**src/hw/rtl/cdfr_pkg.sv**
```systemverilog
// ----------------------------------------------------------------------------
// cdfr_pkg
// Shared types and constants of the download/calibration frame receiver:
// transfer structs, input kinds, event codes, frame bytes, acknowledge codes, phase codes and window geometry.
// ----------------------------------------------------------------------------
package cdfr_pkg;

    // Default width of the calibrated channel mask
    localparam int CDFR_MASK_BITS = 16;

    // Input kinds
    localparam logic [1:0] KIND_BYTE    = 2'd0;
    localparam logic [1:0] KIND_DL_SVC  = 2'd1;
    localparam logic [1:0] KIND_CAL_SVC = 2'd2;

    // Event codes
    localparam logic [3:0] EV_NONE       = 4'd0;
    localparam logic [3:0] EV_PAYLOAD    = 4'd1;
    localparam logic [3:0] EV_START_ACK  = 4'd2;
    localparam logic [3:0] EV_HEADER     = 4'd3;
    localparam logic [3:0] EV_SECT_DONE  = 4'd4;
    localparam logic [3:0] EV_CAL_ENTER  = 4'd5;
    localparam logic [3:0] EV_CAL_CHAN   = 4'd6;
    localparam logic [3:0] EV_CAL_DONE   = 4'd7;
    localparam logic [3:0] EV_IGNORED    = 4'd8;

    // Frame bytes
    localparam logic [7:0] B_START_SYNC = 8'hAF;
    localparam logic [7:0] B_SYNC       = 8'hAA;
    localparam logic [7:0] B_START_END  = 8'hFA;
    localparam logic [7:0] B_TRAIL      = 8'hCC;
    localparam logic [7:0] B_CAL_ENTER  = 8'h33;
    localparam logic [7:0] B_CAL_CHAN   = 8'h55;
    localparam logic [7:0] B_EXIT0      = 8'hC3;
    localparam logic [7:0] B_EXIT1      = 8'h3C;
    localparam logic [7:0] B_EXIT2      = 8'hFF;

    // Acknowledge codes
    localparam logic [7:0] ACK_ENTER = 8'h55;
    localparam logic [7:0] ACK_EXIT  = 8'hFF;

    // Phase codes: 2n-1 header of section n, 2n payload of section n
    localparam logic [3:0] PH_IDLE         = 4'd0;
    localparam logic [3:0] PH_FIRST_HEADER = 4'd1;
    localparam logic [3:0] PH_FIRST_PAYLD  = 4'd2;
    localparam logic [3:0] PH_LAST_PAYLD   = 4'd8;

    // Window geometry
    localparam int WIN_DEPTH = 8;
    localparam int HDR_CHECK = 5;

    typedef struct packed {
        logic [1:0] kind;
        logic [7:0] byte_value;
    } t_in_item;

    typedef struct packed {
        logic [3:0]  event_res;
        logic [2:0]  section;
        logic [15:0] offset;
        logic [7:0]  data_byte;
        logic [15:0] length;
        logic [7:0]  ack_code;
        logic [15:0] channel_mask;
        logic        download_done;
    } t_out_item;

endpackage

```
**src/hw/rtl/cdfr_core.sv**
```systemverilog
// ----------------------------------------------------------------------------
// cdfr_core
// Frame recognition state and per-item step logic. One item is consumed per
// accepted transfer; the result is produced combinationally from the current
// state and the item, and the state is updated at the same edge.
// ----------------------------------------------------------------------------
module cdfr_core
    import cdfr_pkg::*;
#(
    parameter int MASK_BITS = CDFR_MASK_BITS
) (
    input  logic      i_clk,
    input  logic      i_rst_n,
    input  logic      i_step,
    input  t_in_item  i_item,
    output t_out_item o_result
);

    logic [3:0]           r_phase,      n_phase;
    logic [16:0]          r_byte_index, n_byte_index;
    logic [7:0]           r_store [WIN_DEPTH];
    logic [7:0]           n_store [WIN_DEPTH];
    logic [15:0]          r_sec_len,    n_sec_len;
    logic                 r_calib_mode, n_calib_mode;
    logic                 r_calib_done, n_calib_done;
    logic                 r_dl_done,    n_dl_done;
    logic [MASK_BITS-1:0] r_chan,       n_chan;

    logic [7:0]           st_wr [WIN_DEPTH];
    logic [16:0]          idx_inc;
    logic [MASK_BITS-1:0] chan_hit;
    logic [3:0]           hdr_sec;
    logic                 is_header;
    logic                 is_payload;
    logic [16:0]          payload_end;
    logic [31:0]          chan_ext;

    logic [3:0]  ev;
    logic [2:0]  sec;
    logic [15:0] off;
    logic [7:0]  dat;
    logic [15:0] len;
    logic [7:0]  ack;

    // Window with the incoming byte written at the current index
    always_comb begin
        for (int i = 0; i < WIN_DEPTH; i++) begin
            st_wr[i] = r_store[i];
        end
        if (r_byte_index < 17'(WIN_DEPTH)) begin
            st_wr[r_byte_index[2:0]] = i_item.byte_value;
        end
    end

    assign idx_inc     = r_byte_index + 17'd1;
    assign hdr_sec     = 4'(r_phase + 4'd1) >> 1;
    assign is_header   = (r_phase >= PH_FIRST_HEADER) && (r_phase <= PH_LAST_PAYLD) &&
                         r_phase[0];
    assign is_payload  = (r_phase >= PH_FIRST_PAYLD) && (r_phase <= PH_LAST_PAYLD);
    assign payload_end = {1'b0, r_sec_len} + 17'(WIN_DEPTH);

    // Decode the channel number of a channel frame
    always_comb begin
        for (int i = 0; i < MASK_BITS; i++) begin
            chan_hit[i] = (st_wr[2] == 8'(i));
        end
    end

    // Step: next state and result of one item
    always_comb begin
        n_phase      = r_phase;
        n_byte_index = r_byte_index;
        for (int i = 0; i < WIN_DEPTH; i++) begin
            n_store[i] = r_store[i];
        end
        n_sec_len    = r_sec_len;
        n_calib_mode = r_calib_mode;
        n_calib_done = r_calib_done;
        n_dl_done    = r_dl_done;
        n_chan       = r_chan;
        ev  = EV_NONE;
        sec = 3'd0;
        off = 16'd0;
        dat = 8'd0;
        len = 16'd0;
        ack = 8'd0;

        unique case (i_item.kind)
            KIND_DL_SVC: begin
                if (r_dl_done) begin
                    n_dl_done = 1'b0;
                    n_phase   = PH_IDLE;
                end
            end
            KIND_CAL_SVC: begin
                if (r_calib_done) begin
                    n_calib_mode = 1'b0;
                    n_calib_done = 1'b0;
                end
            end
            KIND_BYTE: begin
                if (r_dl_done) begin
                    // Drop bytes until the finished download is serviced
                    ev = EV_IGNORED;
                end else if (r_calib_mode) begin
                    n_store      = st_wr;
                    n_byte_index = idx_inc;
                    if (st_wr[0] == B_SYNC && st_wr[1] == B_CAL_CHAN &&
                        st_wr[7] == B_TRAIL) begin
                        n_chan = r_chan | chan_hit;
                        ev     = EV_CAL_CHAN;
                        ack    = st_wr[2];
                        for (int i = 0; i < WIN_DEPTH; i++) n_store[i] = 8'd0;
                        n_byte_index = 17'd0;
                    end else if (st_wr[0] == B_EXIT0 && st_wr[1] == B_EXIT1 &&
                                 st_wr[2] == B_EXIT2 && st_wr[7] == B_TRAIL) begin
                        n_calib_done = 1'b1;
                        ev           = EV_CAL_DONE;
                        ack          = ACK_EXIT;
                        for (int i = 0; i < WIN_DEPTH; i++) n_store[i] = 8'd0;
                        n_byte_index = 17'd0;
                    end else if (idx_inc >= 17'(WIN_DEPTH)) begin
                        for (int i = 0; i < WIN_DEPTH; i++) n_store[i] = 8'd0;
                        n_byte_index = 17'd0;
                    end
                end else if (is_header) begin
                    sec = hdr_sec[2:0];
                    if (r_byte_index == 17'd0 && i_item.byte_value != B_SYNC) begin
                        // Hold the stray byte in the first slot, keep hunting
                        n_store[0] = i_item.byte_value;
                    end else begin
                        n_store      = st_wr;
                        n_byte_index = idx_inc;
                        if (idx_inc >= 17'(HDR_CHECK)) begin
                            if (st_wr[0] == B_SYNC && st_wr[1] == {4'd0, hdr_sec} &&
                                st_wr[4] == B_TRAIL) begin
                                n_sec_len = {st_wr[2], st_wr[3]};
                                n_phase   = r_phase + 4'd1;
                                ev        = EV_HEADER;
                                len       = {st_wr[2], st_wr[3]};
                            end else begin
                                n_byte_index = 17'd0;
                            end
                        end
                    end
                end else if (is_payload) begin
                    sec = r_phase[3:1];
                    len = r_sec_len;
                    if (r_byte_index >= 17'(WIN_DEPTH)) begin
                        ev  = EV_PAYLOAD;
                        off = 16'(r_byte_index - 17'(WIN_DEPTH));
                        dat = i_item.byte_value;
                    end
                    n_store      = st_wr;
                    n_byte_index = idx_inc;
                    // Commit the section on its last byte
                    if (idx_inc >= payload_end) begin
                        ev = EV_SECT_DONE;
                        for (int i = 0; i < WIN_DEPTH; i++) n_store[i] = 8'd0;
                        n_byte_index = 17'd0;
                        n_sec_len    = 16'd0;
                        if (r_phase == PH_LAST_PAYLD) begin
                            n_phase   = PH_IDLE;
                            n_dl_done = 1'b1;
                        end else begin
                            n_phase = r_phase + 4'd1;
                        end
                    end
                end else begin
                    n_store      = st_wr;
                    n_byte_index = idx_inc;
                    if (st_wr[0] == B_START_SYNC && st_wr[1] == B_SYNC &&
                        st_wr[6] == B_START_END) begin
                        n_phase = PH_FIRST_HEADER;
                        ev      = EV_START_ACK;
                        for (int i = 0; i < WIN_DEPTH; i++) n_store[i] = 8'd0;
                        n_byte_index = 17'd0;
                    end else if (st_wr[0] == B_SYNC && st_wr[1] == B_TRAIL &&
                                 st_wr[2] == B_CAL_ENTER && st_wr[7] == B_TRAIL) begin
                        n_calib_mode = 1'b1;
                        ev           = EV_CAL_ENTER;
                        ack          = ACK_ENTER;
                        for (int i = 0; i < WIN_DEPTH; i++) n_store[i] = 8'd0;
                        n_byte_index = 17'd0;
                    end else if (idx_inc >= 17'(WIN_DEPTH)) begin
                        for (int i = 0; i < WIN_DEPTH; i++) n_store[i] = 8'd0;
                        n_byte_index = 17'd0;
                    end
                end
            end
            default: begin
            end
        endcase
    end

    // Pack the result
    assign chan_ext = 32'(n_chan);

    always_comb begin
        o_result.event_res     = ev;
        o_result.section       = sec;
        o_result.offset        = off;
        o_result.data_byte     = dat;
        o_result.length        = len;
        o_result.ack_code      = ack;
        o_result.channel_mask  = chan_ext[15:0];
        o_result.download_done = n_dl_done;
    end

    // Advance state on each accepted transfer
    always_ff @(posedge i_clk) begin
        if (!i_rst_n) begin
            r_phase      <= PH_IDLE;
            r_byte_index <= 17'd0;
            for (int i = 0; i < WIN_DEPTH; i++) r_store[i] <= 8'd0;
            r_sec_len    <= 16'd0;
            r_calib_mode <= 1'b0;
            r_calib_done <= 1'b0;
            r_dl_done    <= 1'b0;
            r_chan       <= '0;
        end else if (i_step) begin
            r_phase      <= n_phase;
            r_byte_index <= n_byte_index;
            r_store      <= n_store;
            r_sec_len    <= n_sec_len;
            r_calib_mode <= n_calib_mode;
            r_calib_done <= n_calib_done;
            r_dl_done    <= n_dl_done;
            r_chan       <= n_chan;
        end
    end

    // A finished download parks the sequencer in idle
    a_done_idle: assert property (@(posedge i_clk) disable iff (!i_rst_n)
        r_dl_done |-> (r_phase == PH_IDLE))
        else $error("download done outside idle phase");

    // Calibration and download never run together
    a_calib_idle: assert property (@(posedge i_clk) disable iff (!i_rst_n)
        r_calib_mode |-> (r_phase == PH_IDLE))
        else $error("calibration mode during download");

    // Calibration can only finish while in calibration mode
    a_calib_done: assert property (@(posedge i_clk) disable iff (!i_rst_n)
        r_calib_done |-> r_calib_mode)
        else $error("calibration done without calibration mode");

    // The idle and calibration windows never overrun
    a_window: assert property (@(posedge i_clk) disable iff (!i_rst_n)
        (r_phase == PH_IDLE) |-> (r_byte_index < 17'(WIN_DEPTH)))
        else $error("frame window index overrun");

endmodule

```
**src/hw/rtl/cdfr_out_buf.sv**
```systemverilog
// ----------------------------------------------------------------------------
// cdfr_out_buf
// Two-entry result buffer. Keeps the input side taking one transfer per cycle
// while a result waits on a stalled output, until both entries are full.
// ----------------------------------------------------------------------------
module cdfr_out_buf
    import cdfr_pkg::*;
(
    input  logic      i_clk,
    input  logic      i_rst_n,
    input  logic      i_push,
    input  t_out_item i_data,
    output logic      o_full,
    output logic      o_valid,
    input  logic      i_stall,
    output t_out_item o_data
);

    t_out_item  r_mem [2];
    logic       r_wr_ptr;
    logic       r_rd_ptr;
    logic [1:0] r_count;
    logic       pop;

    assign pop     = o_valid && !i_stall;
    assign o_valid = (r_count != 2'd0);
    assign o_full  = (r_count == 2'd2);
    assign o_data  = r_mem[r_rd_ptr];

    // Store the incoming result
    always_ff @(posedge i_clk) begin
        if (i_push) begin
            r_mem[r_wr_ptr] <= i_data;
        end
    end

    // Track pointers and occupancy
    always_ff @(posedge i_clk) begin
        if (!i_rst_n) begin
            r_wr_ptr <= 1'b0;
            r_rd_ptr <= 1'b0;
            r_count  <= 2'd0;
        end else begin
            if (i_push) r_wr_ptr <= !r_wr_ptr;
            if (pop)    r_rd_ptr <= !r_rd_ptr;
            r_count <= r_count + 2'(i_push) - 2'(pop);
        end
    end

    // Occupancy stays within the two entries
    a_count: assert property (@(posedge i_clk) disable iff (!i_rst_n)
        r_count != 2'd3)
        else $error("result buffer occupancy overflow");

endmodule

```
**src/hw/rtl/config_download_frame_receiver.sv**
```systemverilog
// ----------------------------------------------------------------------------
// config_download_frame_receiver
// Receives serial bytes and service events, recognizes start, section header
// and calibration frames, and reports one result per input transfer.
// ----------------------------------------------------------------------------
// Each input transfer yields exactly one result transfer. The block takes one
// transfer per clock: the frame state is updated at the accepting edge, and
// results go into a two-entry output buffer, so the input stalls only when
// both entries hold results not yet taken. A result is written into the
// output buffer at the accepting edge and leaves it after any earlier results.
// No clearing pass is needed after reset.
module config_download_frame_receiver
    import cdfr_pkg::*;
#(
    parameter int MASK_BITS = CDFR_MASK_BITS
) (
    input  logic      i_clk,
    input  logic      i_rst_n,
    input  logic      i_in_valid,
    output logic      o_in_stall,
    input  t_in_item  i_in_data,
    output logic      o_out_valid,
    input  logic      i_out_stall,
    output t_out_item o_out_data
);

    logic      in_accept;
    logic      buf_full;
    t_out_item step_result;

    assign o_in_stall = buf_full;
    assign in_accept  = i_in_valid && !buf_full;

    // Frame recognition and state
    cdfr_core #(
        .MASK_BITS (MASK_BITS)
    ) u_core (
        .i_clk    (i_clk),
        .i_rst_n  (i_rst_n),
        .i_step   (in_accept),
        .i_item   (i_in_data),
        .o_result (step_result)
    );

    // Result buffer toward the output channel
    cdfr_out_buf u_out_buf (
        .i_clk   (i_clk),
        .i_rst_n (i_rst_n),
        .i_push  (in_accept),
        .i_data  (step_result),
        .o_full  (buf_full),
        .o_valid (o_out_valid),
        .i_stall (i_out_stall),
        .o_data  (o_out_data)
    );

endmodule
```
**config.mk**
```make
export PLATFORM = sky130hd
export DESIGN_NAME = config_download_frame_receiver
export DESIGN_NICKNAME = d
export VERILOG_FILES = /design/src/hw/rtl/cdfr_pkg.sv /design/src/hw/rtl/cdfr_core.sv /design/src/hw/rtl/cdfr_out_buf.sv /design/src/hw/rtl/config_download_frame_receiver.sv
export SDC_FILE = /design/constraint.sdc
export NUM_CORES = 1
export LEC_CHECK = 0
export BUFFER_PORTS_ARGS = -buffer_cell sky130_fd_sc_hd__buf_2
export CAP_MARGIN = 20
export CORE_MARGIN = 4
export CORE_UTILIZATION = 43
export DETAILED_ROUTE_END_ITERATION = 8
export PLACE_DENSITY = 0.67
export SLEW_MARGIN = 20
export SYNTH_ARGS = -nofsm -noshare
export SYNTH_HDL_FRONTEND = slang
export SYNTH_HIERARCHICAL = 1
export SYNTH_SLANG_ARGS = --single-unit
```
**constraint.sdc**
```tcl
create_clock -name i_clk -period 7 [get_ports i_clk]
set_input_delay 1.4 -clock i_clk [delete_from_list [all_inputs] [get_ports i_clk]]
set_output_delay 1.4 -clock i_clk [all_outputs]
set_load 0.02 [all_outputs]
```
# Word-level counts from Yosys, hierarchy flattened
# Memories as Yosys holds them, arrays and structs flattened. A register that Yosys moved wholly into a read port is not among the register bits.
# Index checks and enable logic that the tools add are counted.
[word_totals]
ramBits = 144
in_bits = 14
memories = 1
wordCells = 246
output_inout_bits = 74
register_bits = 124
[memory_table]
columns = ["name", "depth", "word_bits", "rd", "rd_ports_with_merged_regs", "write_ports", "line_no", "text"]
rows = [
  ["u_out_buf.r_mem", 2, 72, 1, 1, 1, "cdfr_out_buf.sv:19", "t_out_item r_mem [2];"],
]
[classes]
n_reduce_logical = 37
mux = 121
magnitude_cmp = 10
bitwise_logic = 4
n_eq_ne = 49
n_addsub = 6
[op_table]
columns = ["cell", "n"]
rows = [
  ["2-to-1 mux 64 bit", 10],
  ["2-to-1 mux 16 bit", 24],
  ["2-to-1 mux 17 bit", 12],
  ["2-to-1 mux 8 bit", 16],
  ["2-to-1 mux 4 bit", 20],
  ["equality test 8 bit, second input constant", 9],
  ["bitwise mux 64 bit", 1],
  ["equality test 8 x 4 -> 1 bit, second input constant", 8],
  ["2-to-1 mux 56 bit", 1],
  [">= comparator 17 x 4 -> 1 bit, second input constant", 2],
  ["equality test 8 x 3 -> 1 bit, second input constant", 4],
  ["demux 8 bit (select 3 bit)", 1],
  ["2-to-1 mux 3 bit", 8],
  ["2-to-1 mux 1 bit", 22],
  ["logical AND 1 bit", 19],
  ["adder 16 x 4 -> 17 bit, second input constant", 1],
  ["adder 17 x 1 -> 17 bit, second input constant", 1],
  [">= comparator 17 bit", 1],
  [">= comparator 17 x 3 -> 1 bit, second input constant", 1],
  ["logical NOT 17 bit", 1],
  ["less-than comparator 17 x 4 -> 1 bit, second input constant", 1],
  ["equality test 8 x 2 -> 1 bit, second input constant", 2],
  ["equality test 8 x 6 -> 1 bit, second input constant", 2],
  ["OR 16 bit", 1],
  ["37 further kinds", 59],
]

# Longest topological paths before layout
# Gate-level depths: netlist of run 1.
[depth]
depth_word = 18
mapped_depth = 18
mapped_depth_nobuf = 16

# Cells and area by module
# The synthesis of run 1 kept the hierarchy.
[by_module_without_submodules]
columns = ["mod", "area_each_um2", "seq_area_each_um2", "instances", "cells_each"]
rows = [
  ["cdfr_core", 7758.7, 2242.2, 1, 999],
  ["cdfr_out_buf", 5795.6, 4424.2, 1, 247],
  ["config_download_frame_receiver", 13.8, 0.0, 1, 1],
]

# Worst setup path before layout of run 1
# OpenSTA, ideal clock, no wires.
[synth_path]
path_kind = "input -> register"
startpoint = "in i_in_valid"
endpoint = "mem u_out_buf/r_mem[0][0] (netlist bit) (enable)"
n_path_buf = 0
cell_stages = 2
required_time_ns = 6.488
setup_ns = 0.512
arrival_ns = 4.806
slack_ns = 1.682
path_cell_list = "nor2b_4 > nor2b_1"
[synth_via]
elab_chain_cells = 3
[synth_lines]
columns = ["item", "line_no", "text"]
rows = [
  ["start, declared", "config_download_frame_receiver.sv:19", "input logic i_in_valid,"],
  ["logical AND 1 bit", "config_download_frame_receiver.sv:32", "assign in_accept = i_in_valid && !buf_full;"],
  ["2-to-1 mux 1 bit", "cdfr_out_buf.sv:32", "if (i_push) begin"],
  ["2-to-1 mux 1 bit (implied by the code)", "cdfr_out_buf.sv:33", "r_mem[r_wr_ptr] <= i_data;"],
  ["end, declared", "cdfr_out_buf.sv:19", ""],
]
# Every way passes these cells.

# Worst setup path after layout of run 1
[layout_path]
startpoint = "reg u_core.r_byte_index[3]"
endpoint = "reg u_core/r_store[11] (netlist bit)"
[layout_via]
elab_chain_cells = 11
word_cells_on_any_way = 40
cone_classes = "add/sub: 1; order compare: 3; eq/ne: 12; mux: 11; reduce/logical: 13"
[layout_lines]
columns = ["item", "line_no", "text"]
rows = [
  ["start, declared", "cdfr_core.sv:20", "logic [16:0] r_byte_index, n_byte_index;"],
  ["start signal, assigned", "cdfr_core.sv:223", "r_byte_index <= n_byte_index;"],
  ["parallel branches: the longest is 11 deep, another holds adder 17 x 1 -> 17 bit", "--", ""],
  ["end signal, assigned", "cdfr_core.sv:224", "r_store <= n_store;"],
  ["end, declared", "cdfr_core.sv:21", "logic [7:0] r_store [WIN_DEPTH];"],
]
# Parallel ways; which one is timed is not known. The select of a mux whose other input is x is not followed.
# A chain may end at the register's enable or synchronous reset.

==> flow_metrics.env, run 1 <==
export IMPL_synth_distinct_cells=79
export IMPL_post_cts_repair_setup_buffers=0
export IMPL_synth_fa_ha_area_frac=0.02490
export IMPL_cap_viol_max_count=0
export IMPL_async_flop_share=0
export IMPL_clk_pin_slew_worst_paths_ns=0.06
export IMPL_crit_type="register to register"
export IMPL_grt_pass1_wl_mm=53.43
export IMPL_cp_common_cell="nor4b_1"
export IMPL_cpPeakStageDelay_ns=0.82
export IMPL_synthesis_area_um2=13570
export IMPL_antenna_cells=0
export IMPL_cts_max_level=1
export IMPL_cts_tree="built"
export IMPL_grt_max_degree=49
export IMPL_rsz0062_at_grt="no"
export IMPL_synth_edf_count=144
export IMPL_grt_antenna_before_repair=0
export IMPL_gp_congestion=0.9379
export IMPL_grt_pass1_vias=9628
export IMPL_fin_setup_tns_ns=0
export IMPL_synth_largest_area_cell="edfxtp_1"
export IMPL_maxSlewHeadroom=0.3042
export IMPL_synth_seq_cells=261
export IMPL_pwr_density_cell_nw_per_um2=274.9
export IMPL_fin_crit_sh=0.7697
export IMPL_p_int_mw=2.962
export IMPL_skew_ns=0.01221
export IMPL_drc_errors=0
export IMPL_io_pins=88
export IMPL_die_w_um=185.6
export IMPL_grt_overflow=0
export IMPL_clk_latency_ns=0.54
export IMPL_row_count=64
export IMPL_synth_top_family_by_area="simple AND/OR/NAND/NOR gates"
export IMPL_utilization=0.4884
export IMPL_p_comb_frac=0.212
export IMPL_yosysMostFrequentCell="edfxtp_1"
export IMPL_cts_hold_buf=0
export IMPL_power_mw=4.139
export IMPL_synth_area_leaders="edfxtp_1 32%, dfxtp_1 17%, mux2_4 7.7%, a22o_1 3.2%, nand2_1 3.0%"
export IMPL_synthMuxAreaShare=0.1085
export IMPL_viasPerCell=5.914
export IMPL_setup_viol=0
export IMPL_synth_xor_area_frac=0.02748
export IMPL_hold_ws_ns=0.4636
export IMPL_pwr_share_clk=0.348
export IMPL_crit_chain="inv_1 > ha_1 > nor4b_1 > nand4_1 > nor4b_1 > o22ai_1 > or2_1 > or4_1 > and3_4 > o21ai_2 > o21ai_1 > a22o_1"
export IMPL_power_switching_mw=1.177
export IMPL_dieHeight_um=185.6
export IMPL_period_needed_ns=5.388
export IMPL_seqPwrFrac=0.440
export IMPL_cp_arrival_ns=5.81
export IMPL_slew_violations=0
export IMPL_synth_compound_area_frac=0.1305
export IMPL_hold_class="register to register"
export IMPL_cp_required_ns=7.43
export IMPL_critical_path_endpoint_type="register"
export IMPL_die_area_um2=34460
export IMPL_port_buffers=87
export IMPL_dp_hpwl_mm=23.43
export IMPL_numCtsBuffers=28
export IMPL_cts_buffer_depth=3
export IMPL_drive_gt1_frac=0.1877
export IMPL_total_leakage_power_nw=5.658
export IMPL_cts_sinks=261
export IMPL_drtPass1Iterations=5
export IMPL_fmax_mhz=185.6
export IMPL_yosysWarnings=6
export IMPL_synthTopCellsByCount="144 x edfxtp_1, 117 x dfxtp_1, 109 x nand2_1"
export IMPL_crit_path_max_fanout=13
export IMPL_peakVddDrop_mv=0.1893
export IMPL_switching_share=0.2843
export IMPL_tightest_slew_ns=1.034
export IMPL_crit_slowest_cell="nor4b_1"
export IMPL_finalNetCount=1335
export IMPL_yosys_area_top_type_share=0.3187
export IMPL_cp_start_kind="register"
export IMPL_antenna_left=0
export IMPL_core_area_um2=30830
export IMPL_hold_viol_final=0
export IMPL_yosys_area_share_simple=0.1802
export IMPL_clockRootBuffer="clkbuf_16"
export IMPL_syn_area_per_cell_um2=10.88
export IMPL_initial_utilization=0.4401
export IMPL_syn_inst=1247
export IMPL_syn_nets=1288
export IMPL_status="completed"
export IMPL_vias=10120
export IMPL_cts_resized=0
export IMPL_drtIter0Drc=1110
export IMPL_grt_use_total=0.1905
export IMPL_yosysSeqAreaShare=0.4913
export IMPL_ys_flop_type="edfxtp_1"
export IMPL_synthToLayoutAreaGrowth_pct=10.96
export IMPL_finalWirelength_mm=33.65
export IMPL_routedWlPerCell_um=19.65
==> layer usage <==
metal,GRT usage,share of wire,vias to the layer above
li1,-,-,4760
met1,0.2735,0.45,4901
met2,0.3061,0.46,408
met3,0.02638,0.070,55
met4,0.04809,0.021,0
met5,0,0,-
==> logic make-up (layout without fill, tap and decap cells) <==
kind of cell / Yosys count / count (layout)
adder cells (fa/ha/maj): 27 / 27
flip-flops: 261 / 261
AO/OA/AOI/OAI: 246 / 246
buffers and inverters: 96 / 165
XOR/XNOR: 41 / 41
multiplexers: 111 / 111
AND/OR/NAND/NOR: 465 / 465
==> cell type report <==
class,instances,area (um^2)
Clock buffer,34,754.5
Clock inverter,18,141.4
Fill cell,2801,15770
Inverter,16,60.06
Multi-Input combinational cell,890,6424
Sequential cell,261,6670
Tap cell,396,495.5
Timing Repair Buffer,97,510.5
==> worst max-delay path: cells and delay by family (launching register included) <==
family	cells	cell delay [ns]
adders and majority gates	1	0.23
DFF	1	0.42
buffers and inverters	1	0.17
AOI/OAI and AO/OA	4	1.03
and+or+nand+nor	6	3.42
==> stage by stage <==
stage / worst slack [ns] / instances / cell area, um^2
CTS: 1.691 / 1712 / 15050
global placement: 2.046 / 1660 / 14160
finish: 1.612 / 1712 / 15060
floorplan: 1.682 / 1247 / 13570
detailed placement: 1.687 / 1660 / 14160
global route: 1.080 / 1712 / 15060
==> cell usage in the layout (no fill, tap or decap), types with 8 or more instances in the layout <==
master and count:
edfxtp_1 144, dfxtp_1 116, nand2_1 109, nor2_1 104, buf_2 87, mux2_4 70, nand3_1 54, o21ai_0 49
a22o_1 49, nand4_1 35, mux2i_1 32, a21oi_1 32, clkbuf_16 29, ha_1 27, xnor2_1 26, nor3_1 22
and3_1 20, o21bai_1 16, o21a_1 16, o2bb2ai_1 16, inv_1 15, or3_1 15, xor2_1 14, nor4_1 13
nand2b_1 12, nor2b_1 11, buf_4 10, clkinv_2 9, mux2_2 9, a211oi_1 9, and2_1 8
==> sequential cells by signal (all words and copies together), names as in the netlist, named ones only <==
register,count
u_core/r_calib_mode,1
u_core/r_chan,16
u_out_buf/r_wr_ptr,1
u_out_buf/r_rd_ptr,1
u_core/r_calib_done,1
u_core/r_dl_done,1
u_core/r_store,56
u_out_buf/r_mem,144
u_core/r_sec_len,16
u_out_buf/r_count,2
u_core/r_byte_index,17
u_core/r_phase,4
==> power by group through the flow <==
stage / sequential, mW / clock (mW) / combinational (mW)
floorplan: 1.82 / 0 / 0.741
detailed placement: 1.86 / 0 / 0.884
global placement: 1.85 / 0 / 0.878
CTS: 1.82 / 1.47 / 0.887
global route: 1.84 / 1.53 / 0.939
finish: 1.82 / 1.44 / 0.877
==> final timing paths <==
| kind | startpoint | endpoint | slack [ns] | depth (start not counted) |
|---|---|---|---|---|
| max | u_core/r_byte_index[3] | u_core/r_store[11] | 1.61 | 12 |
| min | u_core/r_chan[15] | u_core/r_chan[15] | 0.46 | 1 |
| max reg2reg | u_core/r_byte_index[3] | u_core/r_store[11] | 1.61 | 12 |
| min reg2reg | u_core/r_chan[15] | u_core/r_chan[15] | 0.46 | 1 |
No activity file was read; power rests on OpenSTA's default activity.
==> inputs of run 2 (changes only) <==
clock period = 5.3 ns   (was 7 ns; I/O delays follow)
==> run 2 against run 1 <==
Against the previous run: setup slack worse by 1.1 ns; routed wire length is 0.32% higher; register-to-register slack lost 1.1 ns; worst hold slack worse by 0.0050 ns; clock skew about the same; total power up 33%; clock power up 34%; via count is 0.37% lower; critical endpoint is now u_core/r_store[12]; largest cell class unchanged; first-iteration DRC count decreased by 12%.
==> flow_metrics.env, run 2 (synthesis gave the netlist of run 1 again) <==
export IMPL_period_needed_ns=4.784
export IMPL_rsz0062_at_grt="no"
export IMPL_grt_overflow=0
export IMPL_cp_arrival_ns=5.21
export IMPL_cp_required_ns=5.72
export IMPL_gp_congestion=0.9140
export IMPL_drtPass1Iterations=7
export IMPL_cp_start_kind="register"
export IMPL_antenna_cells=0
export IMPL_fin_crit_sh=0.9026
export IMPL_total_leakage_power_nw=5.770
export IMPL_clk_latency_ns=0.54
export IMPL_viasPerCell=5.817
export IMPL_stdcell_count=1734
export IMPL_clockRootBuffer="clkbuf_16"
export IMPL_largest_register="u_out_buf/r_mem"
export IMPL_port_buffers=87
export IMPL_antenna_left=0
export IMPL_grt_pass1_wl_mm=53.79
export IMPL_cts_max_level=1
export IMPL_core_area_um2=30830
export IMPL_cts_hold_buf=0
export IMPL_drive_gt1_frac=0.2003
export IMPL_layout_cells_most_common_list="144 x edfxtp_1, 116 x dfxtp_1, 109 x nand2_1, 105 x nor2_1, 87 x buf_2"
export IMPL_numCtsBuffers=28
export IMPL_skew_ns=0.01197
export IMPL_drtIter0Drc=974
export IMPL_pwr_density_cell_nw_per_um2=362.1
export IMPL_mostFrequentLayoutCell="edfxtp_1"
export IMPL_crit_type="register to register"
export IMPL_peakVddDrop_mv=0.1890
export IMPL_maxSlewHeadroom=0.3844
export IMPL_critical_path_endpoint_type="register"
export IMPL_cts_tree="built"
export IMPL_dp_cells=1682
export IMPL_fin_setup_tns_ns=0
export IMPL_vias=10090
export IMPL_clk_pin_slew_worst_paths_ns=0.06
export IMPL_dieHeight_um=185.6
export IMPL_initial_utilization=0.4401
export IMPL_die_w_um=185.6
export IMPL_hold_class="register to register"
export IMPL_hold_viol_final=0
export IMPL_tightest_slew_ns=0.9221
export IMPL_cap_viol_max_count=0
export IMPL_routedWlPerCell_um=19.47
export IMPL_grt_pass1_vias=9784
export IMPL_grt_max_degree=57
export IMPL_setup_viol=0
export IMPL_cts_resized=0
export IMPL_cts_sinks=261
export IMPL_drc_errors=0
export IMPL_largest_reg_flops=144
export IMPL_finalNetCount=1357
export IMPL_status="completed"
export IMPL_row_count=64
export IMPL_dp_hpwl_mm=24.10
export IMPL_grt_use_total=0.1929
export IMPL_cts_buffer_depth=3
export IMPL_synthToLayoutAreaGrowth_pct=12.35
export IMPL_finalWirelength_mm=33.76
export IMPL_slew_violations=0
export IMPL_largestRegisters="u_out_buf/r_mem: 144 flops, u_core/r_store: 56 flops, u_core/r_byte_index: 17 flops"
export IMPL_crit_path_max_fanout=13
export IMPL_fmax_mhz=209.0
export IMPL_die_area_um2=34460
export IMPL_grt_antenna_before_repair=0
export IMPL_io_pins=88
export IMPL_post_cts_repair_setup_buffers=0
==> run 2: cell types whose count changed in the layout (fill, tap and decap cells not counted), moves of 2 or more <==
cell        previous run  this run
clkbuf_1               4         9
buf_4                 10        32
clkinvlp_4             0         2
clkinv_2               9         5
clkbuf_8               1         4
clkinv_1               6         1
==> run 2: final cells by class <==
class                           instances  area, um^2
Clock buffer                           42       814.5
Clock inverter                         10       106.4
Fill cell                            2776       15590
Inverter                               16       60.06
Multi-Input combinational cell        890        6421
Sequential cell                       261        6670
Tap cell                              396       495.5
Timing Repair Buffer                  119       675.6
==> run 2: routing by layer <==
metal / routed length, um / vias to the layer above / share of wire / GRT usage
li1: - / 4806 / - / -
met1: 14890 / 4874 / 0.44 / 0.2654
met2: 15700 / 339 / 0.46 / 0.3176
met3: 2202 / 68 / 0.065 / 0.02756
met4: 973 / 0 / 0.029 / 0.05975
met5: 0 / - / 0 / 0
==> run 2: stage by stage <==
stage               hold WS, ns  worst slack, ns  total power [mW]  instance area (um^2)    util
global route             0.4832           0.2690             5.752                 15240  0.4944
global placement         0.4421           0.7094             3.630                 14320  0.4646
detailed placement       0.4474           0.5690             3.653                 14320  0.4646
CTS                      0.4614           0.5507             5.588                 15240  0.4944
floorplan                0.4344           0.3217             3.381                 13570       -
finish                   0.4586           0.5162             5.520                 15240  0.4944
==> run 2: critical path, cell delays in order (launching register included) <==
cell and delay, ns:
dfxtp_1 0.41, inv_1 0.16, ha_1 0.24, or4b_1 0.63, or4_4 0.71, nor3b_2 0.21
o21ai_1 0.13, or2_1 0.30, or4_1 0.72, and3_4 0.28, o21ai_2 0.31, o21ai_1 0.26
a22o_1 0.30
==> run 2: power by group <==
group	total, mW	internal [mW]	switching [mW]	leakage, nW
sequential	2.41	2.31	0.101	2.34
clock	1.93	1.16	0.771	0.449
combinational	1.18	0.512	0.668	2.98
total	5.52	3.98	1.54	5.77
==> run 2: final timing paths <==
check	startpoint	endpoint	slack, ns	cells past startpoint
setup / recovery	u_core/r_byte_index[3]	u_core/r_store[12]	0.52	12
hold / removal	u_core/r_chan[3]	u_core/r_chan[3]	0.46	1
setup reg to reg	u_core/r_byte_index[3]	u_core/r_store[12]	0.52	12
hold reg to reg	u_core/r_chan[3]	u_core/r_chan[3]	0.46	1
==> inputs of run 3 (changes only) <==
SYNTH_HIERARCHICAL = default   (was 1)
==> run 3 against run 2 <==
Against the previous run: final area is 2.6% lower; core utilization is 0.27 points higher; sequential share of layout area is 1.2 points higher; setup slack better by 0.019 ns; first-iteration DRC count is 4.3% lower; critical endpoint is now u_core.r_store[15]; largest cell class unchanged.
==> flow_metrics.env, run 3 <==
export IMPL_drt_met1_wl_mm=15.12
export IMPL_synthesis_area_um2=13160
export IMPL_cp_required_ns=5.79
export IMPL_pwr_density_cell_nw_per_um2=363.0
export IMPL_met2RoutedLength_mm=15.86
export IMPL_grt_overflow=0
export IMPL_setup_viol=0
export IMPL_place_ws_ns=0.4501
export IMPL_maxSlewHeadroom=0.3418
export IMPL_syn_area_per_cell_um2=10.39
export IMPL_hold_ws_ns=0.4423
export IMPL_crit_chain="inv_1 > ha_1 > or4b_1 > nor4_1 > a21oi_1 > o22ai_1 > nor2_1 > and4_4 > o31a_4 > nor4_4 > buf_4 > and2_1 > a22o_1"
export IMPL_drc_errors=0
export IMPL_dp_hpwl_mm=24.15
export IMPL_synthTopCellsByCount="144 x edfxtp_1, 137 x nor2_1, 117 x dfxtp_1"
export IMPL_synth_seq_cells=261
export IMPL_synth_distinct_cells=82
export IMPL_status="completed"
export IMPL_layout_cells_most_common_list="144 x edfxtp_1, 134 x nor2_1, 116 x dfxtp_1, 94 x nand2_1, 87 x buf_2"
export IMPL_setup_ws_ns=0.5350
export IMPL_stdcell_count=1746
export IMPL_yosysSeqAreaShare=0.5066
export IMPL_finalWirelength_mm=34.58
export IMPL_ys_flop_type="edfxtp_1"
export IMPL_wl_met3_mm=2.479
export IMPL_cp_start_kind="register"
export IMPL_numCtsBuffers=28
export IMPL_cts_buffer_depth=3
export IMPL_total_leakage_power_nw=5.466
export IMPL_final_area_um2=14850
export IMPL_cts_max_level=1
export IMPL_crit_family="simple AND/OR/NAND/NOR gates"
export IMPL_crit_type="register to register"
export IMPL_core_area_um2=29870
export IMPL_largest_reg_flops=144
export IMPL_cp_arrival_ns=5.26
export IMPL_slew_violations=0
export IMPL_die_area_um2=33470
export IMPL_fin_setup_tns_ns=0
export IMPL_yosysMostFrequentCell="edfxtp_1"
export IMPL_grt_use_total=0.2005
export IMPL_viasPerCell=5.896
export IMPL_top_layer="met4"
export IMPL_synthMuxAreaShare=0.07959
export IMPL_async_flop_share=0
export IMPL_skew_ns=0.01698
export IMPL_cts_hold_buf=0
export IMPL_die_w_um=182.9
export IMPL_yosysWarnings=0
export IMPL_critical_path_endpoint_type="register"
export IMPL_antenna_cells=0
export IMPL_syn_inst=1267
export IMPL_cpPeakStageDelay_ns=0.69
export IMPL_port_buffers=87
export IMPL_hold_viol_final=0
export IMPL_synth_area_leaders="edfxtp_1 33%, dfxtp_1 18%, mux2_2 6.4%, nor2_1 3.9%, nand2_1 2.7%"
export IMPL_yosys_area_top_type_share=0.3286
export IMPL_rsz0062_at_grt="no"
export IMPL_row_count=63
export IMPL_yosys_area_share_simple=0.1838
export IMPL_crit_path_max_fanout=17
export IMPL_cts_tree="built"
export IMPL_grt_antenna_before_repair=0
export IMPL_dp_cells=1694
export IMPL_synth_xor_area_frac=0.02729
export IMPL_crit_buf_inv=2
export IMPL_fmax_mhz=209.9
export IMPL_io_pins=88
export IMPL_dieHeight_um=182.9
export IMPL_cap_viol_max_count=0
export IMPL_grt_max_degree=49
export IMPL_crit_slowest_cell="or4b_1"
export IMPL_clk_pin_slew_worst_paths_ns=0.06
export IMPL_clk_latency_ns=0.56
export IMPL_tightest_slew_ns=0.9872
export IMPL_peakVddDrop_mv=0.2551
export IMPL_routedWlPerCell_um=19.80
export IMPL_synthToLayoutAreaGrowth_pct=12.86
export IMPL_cts_sinks=261
export IMPL_grt_pass1_vias=9860
export IMPL_synth_fa_ha_area_frac=0.02472
export IMPL_regArea_um2=6670
export IMPL_initial_utilization=0.4405
export IMPL_synth_largest_area_cell="edfxtp_1"
export IMPL_vias=10290
export IMPL_grt_pass1_wl_mm=54.82
export IMPL_nFillCells=2736
export IMPL_mostFrequentLayoutCell="edfxtp_1"
export IMPL_multi_input_area_um2=6045
export IMPL_hold_class="register to register"
export IMPL_synth_compound_area_frac=0.1420
export IMPL_drive_gt1_frac=0.1954
export IMPL_utilization=0.4971
export IMPL_syn_nets=1307
export IMPL_synth_top_family_by_area="simple AND/OR/NAND/NOR gates"
export IMPL_synth_edf_count=144
export IMPL_period_needed_ns=4.765
export IMPL_clockRootBuffer="clkbuf_16"
export IMPL_finalNetCount=1374
export IMPL_power_mw=5.391
export IMPL_fin_crit_sh=0.8991
export IMPL_dpl_cell_area_um2=13970
export IMPL_largestRegisters="u_out_buf.r_mem: 144 flops, u_core.r_store: 56 flops, u_core.r_byte_index: 17 flops"
export IMPL_antenna_left=0
export IMPL_drtPass1Iterations=6
export IMPL_largest_register="u_out_buf.r_mem"
export IMPL_gp_congestion=0.9619
export IMPL_drtIter0Drc=932
==> run 3: cell count changes after synthesis, moves of 17 or more <==
cell | before | now
a21oi_1 | 32 | 63
a22o_1 | 49 | 8
a32o_1 | 6 | 25
mux2_2 | 9 | 75
mux2_4 | 70 | 0
nand3_1 | 54 | 37
nor2_1 | 105 | 137
nor3_1 | 23 | 45
==> run 3: final timing paths <==
| kind | start | to | slack [ns] | depth (start not counted) |
|---|---|---|---|---|
| max | u_core.r_byte_index[3] | u_core.r_store[15] | 0.54 | 13 |
| min | u_core.r_store[30] | u_core.r_store[30] | 0.44 | 2 |
| max reg2reg | u_core.r_byte_index[3] | u_core.r_store[15] | 0.54 | 13 |
| min reg2reg | u_core.r_store[30] | u_core.r_store[30] | 0.44 | 2 |
==> run 3: cell type report <==
class | instances | share of cell area
inverter | 34 | 0.008593
clock inverter | 10 | 0.005729
tap | 390 | 0.03286
multi-input combinational | 893 | 0.4070
timing repair buffer | 116 | 0.04398
sequential | 261 | 0.4491
clock buffer | 42 | 0.05274
==> run 3: logic make-up (layout without fill, tap and decap cells) <==
group	after synthesis	in the layout
xor gates and xnor gates	41	41
DFF	261	261
adders and majority gates	26	26
muxes	95	95
buffers and inverters	113	202
and+or+nand+nor	465	465
AOI/OAI and AO/OA	266	266
==> run 3: power by group <==
| group | switching, mW | leakage (nW) | internal [mW] |
|---|---|---|---|
| sequential | 0.103 | 2.34 | 2.35 |
| clock | 0.803 | 0.416 | 1.03 |
| combinational | 0.675 | 2.71 | 0.426 |
==> run 3: timing repair <==
item	CTS	global route
setup buffers	0	0
endpoints found under the setup margin	0	2
resized for setup	0	1
==> run 3: metal layers <==
| metal | vias to the layer above | GRT usage |
|---|---|---|
| met1 | 4995 | 0.2809 |
| met3 | 79 | 0.03312 |
| met5 | - | 0 |
| met4 | 0 | 0.06466 |
| li1 | 4862 | - |
| met2 | 358 | 0.3198 |
==> run 3: tightest hold or removal path, delay by kind of cell (launching register included) <==
kind | cells | cell delay, ns
compound gates | 1 | 0.05
simple gates | 1 | 0.05
flops | 1 | 0.31
